--- src/rtl/tpa_pkg.sv ---
package tpa_pkg;

  // Request codes on the input channel
  localparam logic OP_BEGIN  = 1'b0;
  localparam logic OP_VERTEX = 1'b1;

  // Result kinds
  localparam logic KIND_TRIANGLE = 1'b0;
  localparam logic KIND_ERROR    = 1'b1;

  // Number of corners in a triangle, and how many vertices are held before one is emitted
  localparam int unsigned CORNERS    = 3;
  localparam int unsigned HELD_SLOTS = 2;

  typedef enum logic [1:0] {
    MODE_STRIP   = 2'd0,
    MODE_FAN     = 2'd1,
    MODE_LIST    = 2'd2,
    MODE_UNKNOWN = 2'd3
  } mode_t;

  // Control that travels with one result from the assembler to the output buffer
  typedef struct packed {
    logic valid;
    logic kind;
  } res_ctl_t;

endpackage

--- src/rtl/tpa_assembler.sv ---
module tpa_assembler #(
  parameter int COORD_WIDTH = 32
) (
  input  logic                          clk,
  input  logic                          rst_n,
  input  logic                          accept,
  input  logic                          opcode,
  input  logic [1:0]                    prim_mode,
  input  logic signed [COORD_WIDTH-1:0] vert_x,
  input  logic signed [COORD_WIDTH-1:0] vert_y,
  output tpa_pkg::res_ctl_t             res_ctl,
  output logic [6*COORD_WIDTH-1:0]      res_data
);

  tpa_pkg::mode_t                current_mode_r, current_mode_nxt;
  logic [1:0]                    vertex_count_r, vertex_count_nxt;
  logic signed [COORD_WIDTH-1:0] first_x_r, first_y_r, second_x_r, second_y_r;
  logic signed [COORD_WIDTH-1:0] first_x_nxt, first_y_nxt, second_x_nxt, second_y_nxt;
  logic                          count_full;

  assign count_full = (vertex_count_r == 2'(tpa_pkg::HELD_SLOTS));

  always_comb begin
    current_mode_nxt = current_mode_r;
    vertex_count_nxt = vertex_count_r;
    first_x_nxt      = first_x_r;
    first_y_nxt      = first_y_r;
    second_x_nxt     = second_x_r;
    second_y_nxt     = second_y_r;
    res_ctl.valid    = 1'b0;
    res_ctl.kind     = tpa_pkg::KIND_TRIANGLE;
    res_data         = {first_x_r, first_y_r, second_x_r, second_y_r, vert_x, vert_y};
    if (accept) begin
      if (opcode == tpa_pkg::OP_BEGIN) begin
        current_mode_nxt = tpa_pkg::mode_t'(prim_mode);
        vertex_count_nxt = '0;
      end else if (current_mode_r == tpa_pkg::MODE_UNKNOWN) begin
        res_ctl.valid = 1'b1;
        res_ctl.kind  = tpa_pkg::KIND_ERROR;
        res_data      = '0;
      end else if (!count_full) begin
        // stash into slot given by the count
        if (vertex_count_r == 2'd0) begin
          first_x_nxt = vert_x;
          first_y_nxt = vert_y;
        end else begin
          second_x_nxt = vert_x;
          second_y_nxt = vert_y;
        end
        vertex_count_nxt = vertex_count_r + 2'd1;
      end else begin
        res_ctl.valid = 1'b1;
        unique case (current_mode_r)
          tpa_pkg::MODE_STRIP: begin
            first_x_nxt  = second_x_r;
            first_y_nxt  = second_y_r;
            second_x_nxt = vert_x;
            second_y_nxt = vert_y;
          end
          tpa_pkg::MODE_FAN: begin
            second_x_nxt = vert_x;
            second_y_nxt = vert_y;
          end
          default: begin
            vertex_count_nxt = '0;
          end
        endcase
      end
    end
  end

  always_ff @(posedge clk) begin
    if (!rst_n) begin
      current_mode_r <= tpa_pkg::MODE_UNKNOWN;
      vertex_count_r <= '0;
    end else begin
      current_mode_r <= current_mode_nxt;
      vertex_count_r <= vertex_count_nxt;
    end
  end

  always_ff @(posedge clk) begin
    first_x_r  <= first_x_nxt;
    first_y_r  <= first_y_nxt;
    second_x_r <= second_x_nxt;
    second_y_r <= second_y_nxt;
  end

endmodule

--- src/rtl/tpa_out_buf.sv ---
module tpa_out_buf #(
  parameter int DATA_WIDTH = 192
) (
  input  logic                  clk,
  input  logic                  rst_n,
  input  tpa_pkg::res_ctl_t     res_ctl,
  input  logic [DATA_WIDTH-1:0] res_data,
  output logic                  full,
  output logic                  out_valid,
  input  logic                  out_stall,
  output logic                  out_kind,
  output logic [DATA_WIDTH-1:0] out_data
);

  logic                  out_valid_r, skid_valid_r;
  logic                  out_kind_r, skid_kind_r;
  logic [DATA_WIDTH-1:0] out_data_r, skid_data_r;
  logic                  out_free;

  assign out_free  = !out_valid_r || !out_stall;
  assign full      = skid_valid_r;
  assign out_valid = out_valid_r;
  assign out_kind  = out_kind_r;
  assign out_data  = out_data_r;

  always_ff @(posedge clk) begin
    if (!rst_n) begin
      out_valid_r  <= 1'b0;
      skid_valid_r <= 1'b0;
    end else begin
      priority if (out_free && skid_valid_r) begin
        out_valid_r  <= 1'b1;
        skid_valid_r <= 1'b0;
      end else if (out_free) begin
        out_valid_r <= res_ctl.valid;
      end else if (res_ctl.valid) begin
        skid_valid_r <= 1'b1;
      end
    end
  end

  always_ff @(posedge clk) begin
    priority if (out_free && skid_valid_r) begin
      out_kind_r <= skid_kind_r;
      out_data_r <= skid_data_r;
    end else if (out_free) begin
      out_kind_r <= res_ctl.kind;
      out_data_r <= res_data;
    end else if (res_ctl.valid) begin
      skid_kind_r <= res_ctl.kind;
      skid_data_r <= res_data;
    end
  end

endmodule

--- src/rtl/triangle_primitive_assembly.sv ---
// Triangle primitive assembly: a begin request (opcode 0) selects strip, fan,
// list or unknown mode and clears the vertex count; each vertex request
// (opcode 1) is folded into the held pair and, once two vertices are held,
// yields one triangle (held first, held second, new vertex). A vertex under
// the unknown mode yields an error result with every corner zero. Rate: one
// request per clock while in_stall is low. A result goes into the output
// register at its accepting edge, or the skid register if the output stalls.
// The held vertices update at the accepting edge, so back-to-back vertices
// never wait on each other. The output register is backed by a one-entry skid
// register. in_stall rises only when both hold a result that the downstream
// side has not taken. It drops at the edge that takes the output register, so
// a stalled result channel holds the input off for as long as it stays
// stalled. Reset leaves the mode unknown.
module triangle_primitive_assembly #(
  parameter int COORD_WIDTH = 32
) (
  input  logic                          clk,
  input  logic                          rst_n,
  input  logic                          in_valid,
  output logic                          in_stall,
  input  logic                          in_opcode,
  input  logic [1:0]                    in_prim_mode,
  input  logic signed [COORD_WIDTH-1:0] in_vert_x,
  input  logic signed [COORD_WIDTH-1:0] in_vert_y,
  output logic                          out_valid,
  input  logic                          out_stall,
  output logic                          out_result_kind,
  output logic signed [COORD_WIDTH-1:0] out_corner_a_x,
  output logic signed [COORD_WIDTH-1:0] out_corner_a_y,
  output logic signed [COORD_WIDTH-1:0] out_corner_b_x,
  output logic signed [COORD_WIDTH-1:0] out_corner_b_y,
  output logic signed [COORD_WIDTH-1:0] out_corner_c_x,
  output logic signed [COORD_WIDTH-1:0] out_corner_c_y
);

  localparam int DATA_WIDTH = 2 * tpa_pkg::CORNERS * COORD_WIDTH;

  tpa_pkg::res_ctl_t     res_ctl;
  logic [DATA_WIDTH-1:0] res_data;
  logic [DATA_WIDTH-1:0] out_data;
  logic                  buf_full;
  logic                  accept;

  // Hold off new requests only while the skid register is occupied
  assign in_stall = buf_full;
  assign accept   = in_valid && !buf_full;

  tpa_assembler #(
    .COORD_WIDTH (COORD_WIDTH)
  ) u_assembler (
    .clk       (clk),
    .rst_n     (rst_n),
    .accept    (accept),
    .opcode    (in_opcode),
    .prim_mode (in_prim_mode),
    .vert_x    (in_vert_x),
    .vert_y    (in_vert_y),
    .res_ctl   (res_ctl),
    .res_data  (res_data)
  );

  tpa_out_buf #(
    .DATA_WIDTH (DATA_WIDTH)
  ) u_out_buf (
    .clk       (clk),
    .rst_n     (rst_n),
    .res_ctl   (res_ctl),
    .res_data  (res_data),
    .full      (buf_full),
    .out_valid (out_valid),
    .out_stall (out_stall),
    .out_kind  (out_result_kind),
    .out_data  (out_data)
  );

  // Unpack corners: a, b, c from the top down, x above y
  assign {out_corner_a_x, out_corner_a_y,
          out_corner_b_x, out_corner_b_y,
          out_corner_c_x, out_corner_c_y} = out_data;

endmodule

--- config.mk ---
export PLATFORM = sky130hd
export DESIGN_NAME = triangle_primitive_assembly
export DESIGN_NICKNAME = d
export VERILOG_FILES = /design/src/rtl/tpa_pkg.sv /design/src/rtl/tpa_assembler.sv /design/src/rtl/tpa_out_buf.sv /design/src/rtl/triangle_primitive_assembly.sv
export SDC_FILE = /design/constraint.sdc
export NUM_CORES = 1
export LEC_CHECK = 0
export BUFFER_PORTS_ARGS = -buffer_cell sky130_fd_sc_hd__buf_2
export CAP_MARGIN = 20
export CORE_MARGIN = 2
export CORE_UTILIZATION = 34
export CTS_CLUSTER_DIAMETER = 120
export DETAILED_ROUTE_END_ITERATION = 16
export GPL_ROUTABILITY_DRIVEN = 0
export PLACE_DENSITY = 0.5
export SLEW_MARGIN = 15
export SYNTH_ARGS = -nofsm -noshare
export SYNTH_HDL_FRONTEND = slang
export SYNTH_HIERARCHICAL = 1
export SYNTH_SLANG_ARGS = --single-unit
--- constraint.sdc ---
create_clock -name clk -period 7.68 [get_ports clk]
set_input_delay 0.768 -clock clk [delete_from_list [all_inputs] [get_ports clk]]
set_output_delay 0.768 -clock clk [all_outputs]
set_load 0.005 [all_outputs]
==> metrics.txt <==
Mean Syn Cell Area 19.6 sq um; CP delay by family, top buffers and inverters; Clk pin slew, worst setup/hold paths 0.06 ns; root buffer cell clkbuf_16; share of post-route cells with drive strength above 1 0.342; Num CTS Buffers 56; FF+latch area 15600 sq um; largest stage delay on the critical path 0.82 ns; Die W 250 microns; Hold Crit Depth 1; period utilization 0.450; slack of the critical path 4.22 ns; commonest non-fill, non-tap cell in the layout edfxtp_1; Max clock buf depth 3; Final Hold Fails 0; Worst Tran Pin Value 0.979 ns; Period minus WS final 3.46 ns; WP buf/inv 2; clk_lat worst skew 0.60 ns; Clock Sink Count 520; first-pass GRT wire length 65.7 mm; Max-slew headroom 0.347; DRC 0; max-slew violations 0; dpl ws 4.14 ns; CORE AREA 60100 sq um; Worst path depth 6; post_cts resized 0; Worst Setup Path Type flop to flop; commonest non-fill, non-tap cells in the layout edfxtp_1 (514), buf_2 (265), and2_1 (192); post-synthesis net count 1122; Filler cells 5532; grt total ovfl 0; startpoint types flop; number of post-CTS setup repair buffers 0; via count 9839; final net count 1412; crit end category flop; Synth area leaders edfxtp_1 (75%), mux2_1 (7.7%), and2_1 (5.8%), mux2_2 (3.7%), mux2_4 (3.6%); Netlist cell types 35; Pleak 8.86 nW; DIE HEIGHT 250 microns; Pwr Density 249 nW/um^2; 1st-iter DRT viols 532; IO Pins 266; unrepaired setup endpoints after global routing no; drt pass-1 iters 4; largest net degree at the start of global routing 134; Routed WL 43.7 mm; Worst R2R Path Depth 6; GRT Total Usage 0.138; Post-DRT Antenna Nets 0; cell count after synthesis 1051; CTS tree yes; Worst path slowest cell buf_4; Hold Buf Count CTS 0; Max H-tree Level 2; Yosys top cell area share 0.748; # port buffers 265; sequential area share after synthesis 0.754; Synth Warn # 6; vias per cell 4.54; num rows 90; post-route setup TNS 0 ns; Multi-input gate area 4550 sq um; Initial Utilization 0.343; setup violators final 0; Req. time, crit path 7.90 ns; number of global-route vias before repair 10138; CP arrival 3.68 ns; status complete, no violations; Netlist Area Pre-Place 20600 sq um; Post-Route Hold Slack 0.375 ns; Layout Skew 0.0161 ns; area leader, netlist edfxtp_1; Synth-to-Final Area Change 17.8%; HP Class primary input to flop; worst vdd ir 151 uV; CP Max Fanout 63; antenna violations before repair 1; max-cap violations 0; DPL Wire Length 25.2 mm; f_max 289 MHz; routed len/inst 20.2 microns; worst-path cell chain nor2b_4 > buf_4 > nor2_1 > nor2_1 > and3_4 > buf_4; synthesized flop and latch total 520; die footprint 62600 sq um
## cell families (layout without fill, tap and decap cells)
kind of cell             after synthesis  count (layout)  share of synthesized area
other                                  0               1                          0
AO/OA/AOI/OAI                          8               8                    0.00309
adder cells (fa/ha/maj)                1               1                   0.000485
multiplexers                         259             259                      0.150
AND/OR/NAND/NOR                      213             213                     0.0647
flip-flops                           520             520                      0.754
buffers and inverters                 50             383                     0.0274
## final cells by class
class | instances | share of cell area
Sequential cell | 520 | 0.640
Multi-Input combinational cell | 481 | 0.187
Clock buffer | 76 | 0.0630
Timing Repair Buffer | 281 | 0.0627
Tap cell | 782 | 0.0403
Clock inverter | 25 | 0.00598
Inverter | 1 | 0.000155
Antenna cell | 1 | 0.000103
## report_power, final
group	switching (mW)	leakage [nW]	internal (mW)
combinational	0.164	3.00	0.147
sequential	0.0280	5.05	3.22
clock	1.08	0.816	1.42
## flip-flops by register name, indices dropped and copies added, names as in the netlist
register	count
u_assembler/current_mode_r	2
u_assembler/first_x_r	32
u_assembler/first_y_r	32
u_assembler/second_x_r	32
u_assembler/second_y_r	32
u_assembler/vertex_count_r	2
u_out_buf/full	1
u_out_buf/out_data	192
u_out_buf/out_kind	1
u_out_buf/out_valid	1
u_out_buf/skid_data_r	192
u_out_buf/skid_kind_r	1
## routing by layer
metal | GRT usage | up-vias | routed length (microns)
met5 | 0 | - | 0
met4 | 0.0481 | 0 | 1070
met3 | 0.0275 | 71 | 1860
met2 | 0.223 | 177 | 21000
met1 | 0.185 | 4999 | 19800
li1 | - | 4592 | -
## Yosys cell counts
| library cell | count |
|---|---|
| and2_1 | 192 |
| buf_12 | 4 |
| a21oi_1 | 1 |
| and3_1 | 1 |
| o2111ai_1 | 1 |
| maj3_1 | 1 |
| nand2_1 | 4 |
| mux2_1 | 141 |
| mux2_2 | 67 |
| nor2_1 | 4 |
| a21boi_2 | 1 |
| o21a_1 | 1 |
| nor4_1 | 1 |
| nand3_1 | 1 |
| edfxtp_1 | 514 |
| nor3b_1 | 1 |
| mux2_4 | 49 |
| clkbuf_1 | 2 |
| mux2i_1 | 2 |
| nand2b_1 | 1 |
| nor2b_4 | 2 |
| dfxtp_1 | 6 |
| buf_8 | 2 |
| and2_4 | 1 |
| nor2b_1 | 1 |
| inv_1 | 1 |
| buf_6 | 38 |
| nor3_1 | 1 |
| nand3b_1 | 1 |
| o21bai_1 | 1 |
| a21boi_0 | 2 |
| buf_2 | 3 |
| nand3_2 | 1 |
| o311ai_0 | 1 |
| nand4_1 | 1 |
## per-stage QoR
| stage | power [mW] | instances | utilization | area [sq um] |
|---|---|---|---|---|
| finish | 6.06 | 2167 | 0.404 | 24300 |
| global route | 6.29 | 2166 | 0.404 | 24300 |
| CTS | 6.17 | 2166 | 0.404 | 24300 |
| detailed placement | 3.63 | 2065 | 0.376 | 22600 |
| global placement | 3.62 | 2062 | 0.375 | 22500 |
| floorplan | 3.47 | 1051 | - | 20600 |
## final timing paths
kind | slack [ns] | to | start
hold reg to reg | 0.53 | u_out_buf/out_data[126] | u_out_buf/skid_data_r[126]
setup / recovery | 4.22 | u_out_buf/skid_data_r[108] | u_assembler/vertex_count_r[1]
setup reg to reg | 4.22 | u_out_buf/skid_data_r[108] | u_assembler/vertex_count_r[1]
hold / removal | 0.37 | u_assembler/second_x_r[6] | in_vert_x[6]
(Power assumes the default switching activity.)
